--- src/rtl/core/apt_pkg.sv ---
package apt_pkg;

  localparam int unsigned CAP_W    = 16;
  localparam int unsigned PERIOD_W = 32;
  localparam int unsigned OVF_W    = 8;
  localparam int unsigned FACTOR_W = 24;
  localparam int unsigned THRESH_W = 16;
  localparam int unsigned VALUE_W  = 16;
  localparam int unsigned MODE_W   = 2;
  localparam int unsigned SEL_W    = 3;
  localparam int unsigned CFG_IDX_W  = 2;
  localparam int unsigned CFG_DATA_W = 24;

  // numerator is the RPM scale factor shifted left by up to 4 bits (log2 of the edge count)
  localparam int unsigned NUM_W = FACTOR_W + 4;
  // shared adder width: ppr (up to 6) times a 32-bit period, plus one shift bit
  localparam int unsigned ALU_W = PERIOD_W + 4;

  localparam logic [FACTOR_W-1:0] RPM_SCALE_RST      = 24'd7500000;
  localparam logic [THRESH_W-1:0] FAST_THRESHOLD_RST = 16'd9000;
  localparam logic [THRESH_W-1:0] SLOW_THRESHOLD_RST = 16'd36000;

  localparam logic [SEL_W-1:0] SEL_LAST = 3'd4;

  typedef enum logic [1:0] {
    FUNC_CAPTURE  = 2'd0,
    FUNC_OVERFLOW = 2'd1,
    FUNC_REFRESH  = 2'd2,
    FUNC_BUTTON   = 2'd3
  } func_t;

  typedef enum logic [CFG_IDX_W-1:0] {
    CFG_RPM_SCALE      = 2'd0,
    CFG_FAST_THRESHOLD = 2'd1,
    CFG_SLOW_THRESHOLD = 2'd2,
    CFG_UNUSED         = 2'd3
  } cfg_idx_t;

  localparam logic [MODE_W-1:0] MODE_ONE     = 2'd0;
  localparam logic [MODE_W-1:0] MODE_FOUR    = 2'd1;
  localparam logic [MODE_W-1:0] MODE_SIXTEEN = 2'd2;

  // log2 of the edge count per capture
  function automatic logic [2:0] mode_shift(input logic [MODE_W-1:0] mode);
    logic [2:0] sh;
    case (mode)
      MODE_FOUR:    sh = 3'd2;
      MODE_SIXTEEN: sh = 3'd4;
      default:      sh = 3'd0;
    endcase
    return sh;
  endfunction

endpackage

--- src/rtl/core/apt_if.sv ---
interface apt_in_if;
  logic                           valid;
  logic                           ready;
  apt_pkg::func_t                 func;
  logic [apt_pkg::CAP_W-1:0]      capture_value;
  logic                           button_level;

  modport source (output valid, func, capture_value, button_level, input ready);
  modport sink   (input valid, func, capture_value, button_level, output ready);
endinterface

interface apt_out_if;
  logic                           valid;
  logic                           ready;
  logic                           display_update;
  logic [apt_pkg::VALUE_W-1:0]    display_value;
  logic [apt_pkg::MODE_W-1:0]     prescale_code;
  logic [apt_pkg::SEL_W-1:0]      selection;
  logic                           save_request;

  modport source (output valid, display_update, display_value, prescale_code, selection,
                  save_request, input ready);
  modport sink   (input valid, display_update, display_value, prescale_code, selection,
                  save_request, output ready);
endinterface

interface apt_cfg_if;
  logic                              valid;
  logic                              ready;
  logic [apt_pkg::CFG_IDX_W-1:0]     index;
  logic [apt_pkg::CFG_DATA_W-1:0]    data;

  modport source (output valid, index, data, input ready);
  modport sink   (input valid, index, data, output ready);
endinterface

--- src/rtl/core/autorange_period_tachometer_unit.sv ---
// Autoranging period tachometer.
// in_ch carries one event per transaction: a timer capture, a timer overflow,
// a display refresh tick or a button sample. Every event gives exactly one
// transaction on out_ch with the current reading, prescale code and selection.
// cfg_ch writes the RPM scale factor (0), fast_threshold (1) and slow_threshold
// (2); it is always ready and should only be used while no event is in flight.
// Path per event: overflow, button, start capture and non-computing refresh
// events go straight to the output hand-off; a refresh whose divisor is zero
// passes through the divisor step first; a stop capture builds the period and
// does two range compares on the shared adder; a refresh that computes RPM
// runs the 28-step restoring divider on that adder. in_ch.ready returns in the
// cycle after the result is loaded.
// One event is processed at a time; in_ch.ready is high only when idle.
// A finished result waits in the output register while out_ch.ready is low;
// a new event can be accepted meanwhile, and it stalls only at its own
// hand-off until the register drains.
// Reset (synchronous, rst_n low) clears selection, output valid and all
// measurement state but the datapath registers, and loads the register defaults.
module autorange_period_tachometer_unit #(
  parameter int unsigned TIMEOUT_OVERFLOWS = 5
) (
  input  logic         clk,
  input  logic         rst_n,
  apt_in_if.sink       in_ch,
  apt_out_if.source    out_ch,
  apt_cfg_if.sink      cfg_ch
);

  localparam int unsigned ALU_W = apt_pkg::ALU_W;
  localparam int unsigned NUM_W = apt_pkg::NUM_W;
  localparam int unsigned CNT_W = $clog2(NUM_W);

  typedef enum logic [9:0] {
    S_IDLE = 10'b00_0000_0001,
    S_DIFF = 10'b00_0000_0010,
    S_OVFH = 10'b00_0000_0100,
    S_OVFL = 10'b00_0000_1000,
    S_CMPF = 10'b00_0001_0000,
    S_CMPS = 10'b00_0010_0000,
    S_DEN  = 10'b00_0100_0000,
    S_DIV  = 10'b00_1000_0000,
    S_SAT  = 10'b01_0000_0000,
    S_EMIT = 10'b10_0000_0000
  } state_t;

  state_t state_r, state_nxt;

  logic [apt_pkg::FACTOR_W-1:0] freq_r;
  logic [apt_pkg::THRESH_W-1:0] fast_r;
  logic [apt_pkg::THRESH_W-1:0] slow_r;

  logic                         armed_r, armed_nxt;
  logic [apt_pkg::CAP_W-1:0]    start_r, start_nxt;
  logic [apt_pkg::CAP_W-1:0]    cap_r, cap_nxt;
  logic [apt_pkg::OVF_W-1:0]    ovf_r, ovf_nxt;
  logic [apt_pkg::PERIOD_W-1:0] period_r, period_nxt;
  logic [apt_pkg::MODE_W-1:0]   mode_r, mode_nxt;
  logic                         ready_r, ready_nxt;
  logic [apt_pkg::SEL_W-1:0]    sel_r, sel_nxt;
  logic                         btn_last_r, btn_last_nxt;
  logic [apt_pkg::VALUE_W-1:0]  shown_r, shown_nxt;
  logic                         upd_r, upd_nxt;
  logic                         save_r, save_nxt;
  logic                         lt_fast_r, lt_fast_nxt;

  logic [ALU_W-1:0]             acc_r, acc_nxt;    // period build, then divider remainder
  logic [ALU_W-1:0]             den_r, den_nxt;
  logic [NUM_W-1:0]             num_r, num_nxt;    // dividend shifting out, quotient in
  logic [CNT_W-1:0]             cnt_r, cnt_nxt;

  logic                         out_valid_r, out_valid_nxt;
  logic                         out_update_r;
  logic [apt_pkg::VALUE_W-1:0]  out_value_r;
  logic [apt_pkg::MODE_W-1:0]   out_mode_r;
  logic [apt_pkg::SEL_W-1:0]    out_sel_r;
  logic                         out_save_r;
  logic                         out_load;

  // shared adder / subtractor
  logic [ALU_W-1:0]             alu_a, alu_b;
  logic                         alu_sub;
  logic [ALU_W:0]               alu_sum;
  logic                         alu_borrow;

  logic [ALU_W-1:0]             per_edge;
  logic [ALU_W-1:0]             p1, p2, p4;
  logic [ALU_W-1:0]             rem_shift;
  logic                         in_fire;
  logic [apt_pkg::MODE_W-1:0]   mode_pick;

  assign in_fire   = in_ch.valid && in_ch.ready;
  assign in_ch.ready  = (state_r == S_IDLE);
  assign cfg_ch.ready = 1'b1;

  assign per_edge  = ALU_W'(period_r >> apt_pkg::mode_shift(mode_r));
  assign p1        = ALU_W'(period_r);
  assign p2        = p1 << 1;
  assign p4        = p1 << 2;
  assign rem_shift = {acc_r[ALU_W-2:0], num_r[NUM_W-1]};

  always_comb begin
    alu_a   = '0;
    alu_b   = '0;
    alu_sub = 1'b0;
    unique case (state_r)
      S_DIFF: begin
        alu_a   = ALU_W'(cap_r);
        alu_b   = ALU_W'(start_r);
        alu_sub = 1'b1;
      end
      S_OVFH: begin
        alu_a = acc_r;
        alu_b = ALU_W'({ovf_r, 16'h0000});
      end
      S_OVFL: begin
        alu_a   = acc_r;
        alu_b   = ALU_W'(ovf_r);
        alu_sub = 1'b1;
      end
      S_CMPF: begin
        alu_a   = per_edge;
        alu_b   = ALU_W'(fast_r);
        alu_sub = 1'b1;
      end
      S_CMPS: begin
        alu_a   = per_edge;
        alu_b   = ALU_W'(slow_r);
        alu_sub = 1'b1;
      end
      S_DEN: begin
        // pulses per rev 3,4,5,6,1 as shift-and-add of the period
        case (sel_r)
          3'd0:    begin alu_a = p2; alu_b = p1; end
          3'd1:    begin alu_a = p4; alu_b = '0; end
          3'd2:    begin alu_a = p4; alu_b = p1; end
          3'd3:    begin alu_a = p4; alu_b = p2; end
          default: begin alu_a = p1; alu_b = '0; end
        endcase
      end
      S_DIV: begin
        alu_a   = rem_shift;
        alu_b   = den_r;
        alu_sub = 1'b1;
      end
      default: begin
        alu_a   = '0;
        alu_b   = '0;
        alu_sub = 1'b0;
      end
    endcase
  end

  assign alu_sum    = alu_sub ? ({1'b0, alu_a} - {1'b0, alu_b})
                              : ({1'b0, alu_a} + {1'b0, alu_b});
  assign alu_borrow = alu_sum[ALU_W];

  assign mode_pick = lt_fast_r  ? apt_pkg::MODE_SIXTEEN :
                     alu_borrow ? apt_pkg::MODE_FOUR    : apt_pkg::MODE_ONE;

  assign out_load = (state_r == S_EMIT) && (!out_valid_r || out_ch.ready);

  always_comb begin
    state_nxt    = state_r;
    armed_nxt    = armed_r;
    start_nxt    = start_r;
    cap_nxt      = cap_r;
    ovf_nxt      = ovf_r;
    period_nxt   = period_r;
    mode_nxt     = mode_r;
    ready_nxt    = ready_r;
    sel_nxt      = sel_r;
    btn_last_nxt = btn_last_r;
    shown_nxt    = shown_r;
    upd_nxt      = upd_r;
    save_nxt     = save_r;
    lt_fast_nxt  = lt_fast_r;
    acc_nxt      = acc_r;
    den_nxt      = den_r;
    num_nxt      = num_r;
    cnt_nxt      = cnt_r;

    unique case (state_r)
      S_IDLE: begin
        if (in_fire) begin
          upd_nxt   = 1'b0;
          save_nxt  = 1'b0;
          state_nxt = S_EMIT;
          case (in_ch.func)
            apt_pkg::FUNC_CAPTURE: begin
              ovf_nxt = '0;
              if (!armed_r) begin
                start_nxt = in_ch.capture_value;
                armed_nxt = 1'b1;
              end else begin
                // stop capture: overflow count is still needed, cleared in S_OVFL
                ovf_nxt   = ovf_r;
                cap_nxt   = in_ch.capture_value;
                armed_nxt = 1'b0;
                state_nxt = S_DIFF;
              end
            end
            apt_pkg::FUNC_OVERFLOW: begin
              if (ovf_r != '1) ovf_nxt = ovf_r + 1'b1;
            end
            apt_pkg::FUNC_REFRESH: begin
              if (ovf_r >= apt_pkg::OVF_W'(TIMEOUT_OVERFLOWS)) begin
                period_nxt = '0;
                shown_nxt  = '0;
                upd_nxt    = 1'b1;
              end else if (ready_r) begin
                state_nxt = S_DEN;
              end
            end
            default: begin
              if (!in_ch.button_level && btn_last_r) begin
                btn_last_nxt = 1'b0;
                sel_nxt      = (sel_r >= apt_pkg::SEL_LAST) ? '0 : sel_r + 1'b1;
                save_nxt     = 1'b1;
              end else begin
                btn_last_nxt = in_ch.button_level;
              end
            end
          endcase
        end
      end
      S_DIFF: begin
        acc_nxt   = alu_sum[ALU_W-1:0];
        state_nxt = S_OVFH;
      end
      S_OVFH: begin
        acc_nxt   = alu_sum[ALU_W-1:0];
        state_nxt = S_OVFL;
      end
      S_OVFL: begin
        period_nxt = alu_sum[apt_pkg::PERIOD_W-1:0];
        ovf_nxt    = '0;
        state_nxt  = S_CMPF;
      end
      S_CMPF: begin
        lt_fast_nxt = alu_borrow;
        state_nxt   = S_CMPS;
      end
      S_CMPS: begin
        mode_nxt  = mode_pick;
        ready_nxt = (mode_pick == mode_r);
        state_nxt = S_EMIT;
      end
      S_DEN: begin
        den_nxt = alu_sum[ALU_W-1:0];
        acc_nxt = '0;
        num_nxt = NUM_W'({freq_r, 4'h0} >> (3'd4 - apt_pkg::mode_shift(mode_r)));
        cnt_nxt = '0;
        upd_nxt = 1'b1;
        if (alu_sum[ALU_W-1:0] == '0) begin
          shown_nxt = '0;
          state_nxt = S_EMIT;
        end else begin
          state_nxt = S_DIV;
        end
      end
      S_DIV: begin
        acc_nxt = alu_borrow ? rem_shift : alu_sum[ALU_W-1:0];
        num_nxt = {num_r[NUM_W-2:0], !alu_borrow};
        cnt_nxt = cnt_r + 1'b1;
        if (cnt_r == CNT_W'(NUM_W - 1)) state_nxt = S_SAT;
      end
      S_SAT: begin
        shown_nxt = (|num_r[NUM_W-1:apt_pkg::VALUE_W]) ? '1
                                                        : num_r[apt_pkg::VALUE_W-1:0];
        state_nxt = S_EMIT;
      end
      S_EMIT: begin
        if (out_load) state_nxt = S_IDLE;
      end
      default: state_nxt = S_IDLE;
    endcase
  end

  always_comb begin
    out_valid_nxt = out_valid_r;
    if (out_ch.ready) out_valid_nxt = 1'b0;
    if (out_load)     out_valid_nxt = 1'b1;
  end

  always_ff @(posedge clk) begin
    if (!rst_n) begin
      state_r     <= S_IDLE;
      freq_r      <= apt_pkg::RPM_SCALE_RST;
      fast_r      <= apt_pkg::FAST_THRESHOLD_RST;
      slow_r      <= apt_pkg::SLOW_THRESHOLD_RST;
      armed_r     <= 1'b0;
      start_r     <= '0;
      ovf_r       <= '0;
      period_r    <= '0;
      mode_r      <= apt_pkg::MODE_ONE;
      ready_r     <= 1'b0;
      sel_r       <= '0;
      btn_last_r  <= 1'b0;
      shown_r     <= '0;
      upd_r       <= 1'b0;
      save_r      <= 1'b0;
      cnt_r       <= '0;
      out_valid_r <= 1'b0;
    end else begin
      state_r     <= state_nxt;
      armed_r     <= armed_nxt;
      start_r     <= start_nxt;
      ovf_r       <= ovf_nxt;
      period_r    <= period_nxt;
      mode_r      <= mode_nxt;
      ready_r     <= ready_nxt;
      sel_r       <= sel_nxt;
      btn_last_r  <= btn_last_nxt;
      shown_r     <= shown_nxt;
      upd_r       <= upd_nxt;
      save_r      <= save_nxt;
      cnt_r       <= cnt_nxt;
      out_valid_r <= out_valid_nxt;
      if (cfg_ch.valid && cfg_ch.ready) begin
        unique case (apt_pkg::cfg_idx_t'(cfg_ch.index))
          apt_pkg::CFG_RPM_SCALE:      freq_r <= cfg_ch.data;
          apt_pkg::CFG_FAST_THRESHOLD: fast_r <= cfg_ch.data[apt_pkg::THRESH_W-1:0];
          apt_pkg::CFG_SLOW_THRESHOLD: slow_r <= cfg_ch.data[apt_pkg::THRESH_W-1:0];
          default: ;
        endcase
      end
    end
  end

  // datapath registers, no reset needed
  always_ff @(posedge clk) begin
    cap_r     <= cap_nxt;
    acc_r     <= acc_nxt;
    den_r     <= den_nxt;
    num_r     <= num_nxt;
    lt_fast_r <= lt_fast_nxt;
    if (out_load) begin
      out_update_r <= upd_r;
      out_value_r  <= shown_r;
      out_mode_r   <= mode_r;
      out_sel_r    <= sel_r;
      out_save_r   <= save_r;
    end
  end

  assign out_ch.valid          = out_valid_r;
  assign out_ch.display_update = out_update_r;
  assign out_ch.display_value  = out_value_r;
  assign out_ch.prescale_code  = out_mode_r;
  assign out_ch.selection      = out_sel_r;
  assign out_ch.save_request   = out_save_r;

  a_busy_after_accept: assert property (@(posedge clk) disable iff (!rst_n)
    in_fire |=> !in_ch.ready)
    else $error("input taken again while an event is in flight");

  a_div_count: assert property (@(posedge clk) disable iff (!rst_n)
    (state_r == S_DIV) |-> (cnt_r <= CNT_W'(NUM_W - 1)))
    else $error("divider step count overran");

  a_mode_legal: assert property (@(posedge clk) disable iff (!rst_n)
    mode_r != 2'd3)
    else $error("prescale code 3 reached");

  a_sel_range: assert property (@(posedge clk) disable iff (!rst_n)
    sel_r <= apt_pkg::SEL_LAST)
    else $error("selection out of table range");

  a_update_xor_save: assert property (@(posedge clk) disable iff (!rst_n)
    out_valid_r |-> !(out_update_r && out_save_r))
    else $error("display update and save request in one transaction");

endmodule
--- src/flat_wrapper.sv ---
// flat-port wrapper written by rule: the top's interface ports become plain ports
module autorange_period_tachometer_unit_flat 
#(
  parameter int unsigned TIMEOUT_OVERFLOWS = 5
)
  (clk, rst_n, in_ch_valid, in_ch_func, in_ch_capture_value, in_ch_button_level, in_ch_ready, out_ch_valid, out_ch_display_update, out_ch_display_value, out_ch_prescale_code, out_ch_selection, out_ch_save_request, out_ch_ready, cfg_ch_valid, cfg_ch_index, cfg_ch_data, cfg_ch_ready);
  apt_in_if in_ch_i ();
  apt_out_if out_ch_i ();
  apt_cfg_if cfg_ch_i ();
  input  logic clk;
  input  logic rst_n;
  input wire logic [$bits(in_ch_i.valid)-1:0] in_ch_valid;
  input wire logic [$bits(in_ch_i.func)-1:0] in_ch_func;
  input wire logic [$bits(in_ch_i.capture_value)-1:0] in_ch_capture_value;
  input wire logic [$bits(in_ch_i.button_level)-1:0] in_ch_button_level;
  output wire logic [$bits(in_ch_i.ready)-1:0] in_ch_ready;
  output wire logic [$bits(out_ch_i.valid)-1:0] out_ch_valid;
  output wire logic [$bits(out_ch_i.display_update)-1:0] out_ch_display_update;
  output wire logic [$bits(out_ch_i.display_value)-1:0] out_ch_display_value;
  output wire logic [$bits(out_ch_i.prescale_code)-1:0] out_ch_prescale_code;
  output wire logic [$bits(out_ch_i.selection)-1:0] out_ch_selection;
  output wire logic [$bits(out_ch_i.save_request)-1:0] out_ch_save_request;
  input wire logic [$bits(out_ch_i.ready)-1:0] out_ch_ready;
  input wire logic [$bits(cfg_ch_i.valid)-1:0] cfg_ch_valid;
  input wire logic [$bits(cfg_ch_i.index)-1:0] cfg_ch_index;
  input wire logic [$bits(cfg_ch_i.data)-1:0] cfg_ch_data;
  output wire logic [$bits(cfg_ch_i.ready)-1:0] cfg_ch_ready;
  assign in_ch_i.valid = in_ch_valid;
  assign in_ch_i.func = in_ch_func;
  assign in_ch_i.capture_value = in_ch_capture_value;
  assign in_ch_i.button_level = in_ch_button_level;
  assign in_ch_ready = in_ch_i.ready;
  assign out_ch_valid = out_ch_i.valid;
  assign out_ch_display_update = out_ch_i.display_update;
  assign out_ch_display_value = out_ch_i.display_value;
  assign out_ch_prescale_code = out_ch_i.prescale_code;
  assign out_ch_selection = out_ch_i.selection;
  assign out_ch_save_request = out_ch_i.save_request;
  assign out_ch_i.ready = out_ch_ready;
  assign cfg_ch_i.valid = cfg_ch_valid;
  assign cfg_ch_i.index = cfg_ch_index;
  assign cfg_ch_i.data = cfg_ch_data;
  assign cfg_ch_ready = cfg_ch_i.ready;
  autorange_period_tachometer_unit #(.TIMEOUT_OVERFLOWS(TIMEOUT_OVERFLOWS)) u_core (.clk(clk), .rst_n(rst_n), .in_ch(in_ch_i), .out_ch(out_ch_i), .cfg_ch(cfg_ch_i));
endmodule
--- config.mk ---
export PLATFORM = sky130hd
export DESIGN_NAME = autorange_period_tachometer_unit_flat
export DESIGN_NICKNAME = d
export VERILOG_FILES = /design/src/rtl/core/apt_pkg.sv /design/src/rtl/core/apt_if.sv /design/src/rtl/core/autorange_period_tachometer_unit.sv /design/src/flat_wrapper.sv
export SDC_FILE = /design/constraint.sdc
export NUM_CORES = 1
export LEC_CHECK = 0
export ABC_AREA = 1
export BUFFER_PORTS_ARGS = -buffer_cell sky130_fd_sc_hd__buf_4
export CAP_MARGIN = 20
export CORE_ASPECT_RATIO = 1.1
export CORE_MARGIN = 2
export CORE_UTILIZATION = 32
export CTS_CLUSTER_SIZE = 14
export DETAILED_ROUTE_END_ITERATION = 8
export GPL_ROUTABILITY_DRIVEN = 0
export PLACE_DENSITY = 0.51
export SKIP_CTS_REPAIR_TIMING = 1
export SKIP_LAST_GASP = 1
export SLEW_MARGIN = 20
export SYNTH_ARGS = -nofsm -noshare
export SYNTH_HDL_FRONTEND = slang
export SYNTH_SLANG_ARGS = --single-unit
export TNS_END_PERCENT = 30
--- constraint.sdc ---
create_clock -name clk -period 4.7 [get_ports clk]
set_clock_uncertainty 0.2 [all_clocks]
set_input_delay 0.47 -clock clk [delete_from_list [all_inputs] [get_ports clk]]
set_output_delay 0.47 -clock clk [all_outputs]
set_load 0.02 [all_outputs]
==> impl_metrics.ini, run 1 <==
[setup_path]
max_stage_delay_ps = 380
cp_slowest_cell = dfxtp_4
cp.arrival_ps = 5350
worstPathRequired_ps = 4760
critPathKind = register to register
r2r_cells = 38
cp-end-kind = register
worst_path_most_repeated_cell = nand2_2
cp_max_fo = 8
crit_path_start_kind = register

[cts]
cts_buffers = 35
cts.clk_slew.worst_paths_ps = 60
insertion_delay_ps = 550
cts_sinks = 294
htreeDepth = 2
clk_path_buf_depth = 3
tritoncts = done
clockRootBuffer = clkbuf_16

[detailed_routing]
drt-initial-drc-count = 1504
firstDrtPassIters = 5
drc = 0
vias = 21600
wl_mm = 80.6
wire_per_inst_um = 19.4
ant_nets = 0
via_per_inst = 5.19

[power]
p_comb_frac = 0.162
ir_worst_vdd_v = 0.000209
p_sw_frac = 0.274
p_per_area_nw_per_um2 = 238
pwr-share-clk = 0.412
pwr-share-seq = 0.426
cell_internal_pwr_w = 0.00485
power.leakage_nw = 12.7
p_sw_w = 0.00183

[global_route]
grt_pass1_wl_mm = 119
overflow = 0
antenna_found_initial = 0
grt_max_degree = 99
grt.total_usage = 0.246
grt_pass1_vias = 20900

[timing]
drv_slew = 0
setup_viol = 58
fmax_mhz = 189
tightest_slew_ps = 1030
hold_ws_ps = -37.0
setup_ws_ps = -587
slew_headroom = 0.313
hold_viol = 3
post-route-period-util = 1.12
rsz0062_at_grt = true
fin_crit_ps = 5290

[die]
die_area_um2 = 62300
die_x_um = 238
rows = 94
die_h_um = 262
ios = 76
coreArea_um2 = 59700
initial_core_util = 0.323

[final_layout]
final_common_cell = nand2_1
nFillCells = 5922
drive_gt1_frac = 0.321
final_nets = 3463
final_cell_mix = 661 x nand2_1, 593 x buf_4, 285 x inv_1
syn2layout_area_growth_pct = 45.3
final_cell_count_no_fill = 4159
post-route-util = 0.469
diodes = 0

[logic_synthesis]
synth-edff-count = 140
synthFlopType = dfxtp_1
synth_area_um2 = 19300
async_flop_share = 0
avgSynthCellArea_um2 = 6.91
yosys_warnings = 0
yosysSeqAreaShare = 0.378
synth_cells = 2792
syn_nets = 2890
synth_cell_types = 53
synth_seq_cells = 294

[placed_design]
portBuffers = 74
hpwl_mm = 62.6
pre_cts_ws_ps = -1410
place_inst = 4021

[worst_hold_path]
holdPathStages = 3
hold_class = input port to register

[run_status]
status = complete, but fails checks
violations = negative hold slack, negative setup slack

[flow_run]
maxCapViolCount = 0
## path summary, 6_finish.rpt
| check | from | end | slack, ps |
|---|---|---|---|
| min reg2reg | u_core.shown_r[5] | u_core.out_ch.display_value[5] | 230 |
| max | u_core.sel_r[1] | u_core.acc_r[2] | -590 |
| max reg2reg | u_core.sel_r[1] | u_core.acc_r[2] | -590 |
| min | cfg_ch_data[20] | u_core.freq_r[20] | -40 |
## area by class of cell
class	count	area, um2	share of cell area
Clock buffer	50	1050	0.0373
Inverter	328	1260	0.0449
Multi-Input combinational cell	2048	12000	0.429
Sequential cell	294	7300	0.261
Timing Repair Buffer	657	5320	0.190
Tap cell	768	961	0.0343
Clock inverter	13	118	0.00420
Timing Repair inverter	1	8.76	0.000312
## synth_stat cells (28+ instances only)
cell type	instances	share of area
o211ai_1	28	0.011
ha_1	47	0.030
nand2_1	748	0.15
o21ai_0	253	0.066
clkbuf_1	91	0.018
inv_1	303	0.059
nand3_1	166	0.043
nor3_1	28	0.0073
xor2_1	34	0.015
edfxtp_1	140	0.22
nor2_1	283	0.055
o22ai_1	40	0.013
a21oi_1	172	0.045
dfxtp_1	154	0.16
## power by group through the flow
stage          sequential (W)  clock (W)  combinational (W)
2_1_floorplan         0.00289          0           0.000508
3_3_place_gp          0.00289          0           0.000901
3_5_place_dp          0.00289          0           0.000914
4_1_cts               0.00284    0.00280           0.000918
5_1_grt               0.00285    0.00289            0.00119
6_report              0.00284    0.00275            0.00108
## registers in the layout, indices dropped and copies added, names as in the netlist, 3 cells and up
signal	cells
u_core.acc_r	36
u_core.den_r	36
u_core.period_r	32
u_core.num_r	28
u_core.freq_r	24
u_core.cap_r	16
u_core.fast_r	16
u_core.out_ch.display_value	16
u_core.shown_r	16
u_core.slow_r	16
u_core.start_r	16
u_core.state_r	10
u_core.ovf_r	8
u_core.cnt_r	5
u_core.out_ch.selection	3
u_core.sel_r	3
## per-stage QoR
stage                     hold slack, ps  area [um2]  power, W  setup TNS (ps)
after floorplan                      209       19300   0.00340               0
after CTS                          -94.1       25400   0.00656          -83960
final                              -37.0       28000   0.00667          -30180
after global placement               220       24200   0.00380          -77340
after detailed placement             218       24200   0.00381          -81290
after global routing                4.41       28000   0.00692          -46070
## metal layers
metal / GRT usage / up-vias / part of all wire
met3: 0.0270 / 192 / 0.059
met2: 0.442 / 772 / 0.49
met1: 0.299 / 10200 / 0.40
li1: - / 10400 / -
met4: 0.105 / 0 / 0.048
met5: 0 / - / 0
## cell families (layout without fill, tap and decap cells)
logic type,after synthesis,after routing,share of synthesized area
buffers and inverters,451,1049,0.0920
multiplexers,14,14,0.00726
flip-flops,294,294,0.378
AO/OA/AOI/OAI,611,611,0.179
XOR/XNOR,47,47,0.0213
other,1,1,0.000194
AND/OR/NAND/NOR,1326,1327,0.291
adder cells (fa/ha/maj),48,48,0.0315
## critical path, delay by kind of cell (launching register included)
kind | cells | cell delay [ps]
AND/OR/NAND/NOR | 21 | 2070
buffers and inverters | 9 | 1020
AO/OA/AOI/OAI | 5 | 550
adder cells (fa/ha/maj) | 2 | 450
flip-flops | 1 | 380
XOR/XNOR | 1 | 330
Power figures use the tool's default switching activity.
==> run 2: changes to the inputs <==
--- a/config.mk
+++ b/config.mk
@@ -14,6 +14,7 @@
 export CTS_CLUSTER_SIZE = 14
 export DETAILED_ROUTE_END_ITERATION = 8
 export GPL_ROUTABILITY_DRIVEN = 0
+export GPL_TIMING_DRIVEN = 0
 export PLACE_DENSITY = 0.51
 export SKIP_CTS_REPAIR_TIMING = 1
 export SKIP_LAST_GASP = 1
==> run 2 against run 1 <==
  * The flow still finishes with violations (negative hold slack, negative setup slack)
  * Utilization is 6.7 points lower
  * Critical path depth decreased by 6
  * Combinational power decreased by 16%
  * Clock power barely moved
  * Wire length up 1.7%
==> impl_metrics.ini, run 2 (same netlist as run 1, synthesis figures left out) <==
[run_status]
status = complete, but fails checks
violations = negative hold slack, negative setup slack

[setup_path]
cp_slowest_cell = a221oi_1
worstPathRequired_ps = 4780
max_stage_delay_ps = 510
critPathKind = register to register
cp.arrival_ps = 5750
cp_max_fo = 10
cp-end-kind = register
crit_path_start_kind = register

[timing]
hold_ws_ps = -17.0
fin_setup_tns_ps = -50820
rsz0062_at_grt = true
slew_headroom = 0.370
setup_ws_ps = -970
drv_slew = 0
hold_viol = 1
fin_crit_ps = 5670
post-route-period-util = 1.21
tightest_slew_ps = 937
fmax_mhz = 176
setup_viol = 77

[die]
die_area_um2 = 62300
ios = 76
rows = 94
coreArea_um2 = 59700
die_h_um = 262
initial_core_util = 0.323
die_x_um = 238

[global_route]
grt_max_degree = 46
grt_pass1_wl_mm = 118
antenna_found_initial = 0
overflow = 0
grt.total_usage = 0.251
grt_pass1_vias = 19500

[final_layout]
top_regs = u_core.acc_r x36, u_core.den_r x36, u_core.period_r x32
final_common_cell = nand2_1
final_nets = 3066
final_cell_area_um2 = 24000
diodes = 0
nFillCells = 6272
drive_gt1_frac = 0.173
syn2layout_area_growth_pct = 24.6
final_cell_mix = 712 x nand2_1, 292 x inv_1, 231 x o21ai_0

[detailed_routing]
ant_nets = 0
wire_per_inst_um = 21.8
via_per_inst = 5.48
wl_mm = 81.9
vias = 20600
firstDrtPassIters = 8
drc = 0
drt-initial-drc-count = 1987

[cts]
cts_buffers = 34
insertion_delay_ps = 530
clockRootBuffer = clkbuf_16
tritoncts = done
htreeDepth = 2
clk_path_buf_depth = 3
cts.clk_slew.worst_paths_ps = 60
cts_sinks = 294

[placed_design]
portBuffers = 73
place_area_um2 = 20900
hpwl_mm = 65.2
pre_cts_ws_ps = -2480

[power]
power.leakage_nw = 10.3
p_comb_frac = 0.140
pwr-share-clk = 0.421
ir_worst_vdd_v = 0.000190
pwr-share-seq = 0.439
p_sw_frac = 0.278
p_sw_w = 0.00180
p_per_area_nw_per_um2 = 269
cell_internal_pwr_w = 0.00468

[flow_run]
maxCapViolCount = 0

[worst_hold_path]
hold_class = input port to register
## run 2: cell count changes in the layout (fill, tap and decap cells not counted), sizes merged
cell,previous run,this run
bufinv,1,3
nand2,779,778
dlygate4sd3,30,24
clkinv,16,17
inv,322,323
buf,621,149
clkbuf,56,132
## run 2: power by group through the flow
stage / Combinational (W) / Sequential [W] / Clock (W)
final: 0.000907 / 0.00284 / 0.00272
after global routing: 0.000991 / 0.00285 / 0.00285
after CTS: 0.000812 / 0.00284 / 0.00277
after detailed placement: 0.000809 / 0.00290 / 0
after global placement: 0.000799 / 0.00290 / 0
after floorplan: 0.000508 / 0.00289 / 0
## run 2: cell type report
class / instances / area (um2) / share of cell area
clock inverter: 18 / 180 / 0.00749
inverter: 328 / 1250 / 0.0519
sequential: 294 / 7300 / 0.304
timing repair buffer: 142 / 1220 / 0.0508
tap: 768 / 961 / 0.0400
buffer: 121 / 671 / 0.0279
multi-input combinational: 2047 / 11500 / 0.479
clock buffer: 42 / 943 / 0.0392
## run 2: stage by stage
step            util  instances  hold WS, ps  power, W
5_1_grt        0.403       3760        0.766   0.00670
4_1_cts        0.369       3696        -69.0   0.00642
3_5_place_dp   0.350       3636          216   0.00371
3_3_place_gp   0.349       3633          218   0.00370
2_1_floorplan      -       2792          209   0.00340
6_report       0.403       3760        -17.0   0.00648
## run 2: routing by layer
| layer | vias to the layer above | global-route usage | routed length, um |
|---|---|---|---|
| met1 | 9718 | 0.298 | 32000 |
| met2 | 978 | 0.442 | 39000 |
| li1 | 9644 | - | - |
| met3 | 247 | 0.0360 | 6090 |
| met4 | 0 | 0.134 | 4890 |
| met5 | - | 0 | 0 |
## run 2: worst paths after layout
kind                      from                             end  slack, ps  cells after the start
max reg2reg    u_core.sel_r[2]                u_core.acc_r[31]       -970                     32
max            u_core.sel_r[2]                u_core.acc_r[31]       -970                     32
min reg2reg  u_core.shown_r[3]  u_core.out_ch.display_value[3]        220                      0
min            cfg_ch_data[20]               u_core.freq_r[20]        -20                      3
## run 2: critical path: cells and delay by family, from the launching register on
| kind | cells | cell delay (ps) |
|---|---|---|
| and+or+nand+nor | 14 | 1670 |
| buffers and inverters | 10 | 1520 |
| DFF | 1 | 380 |
| adders and majority gates | 1 | 350 |
| AOI/OAI and AO/OA | 7 | 1260 |
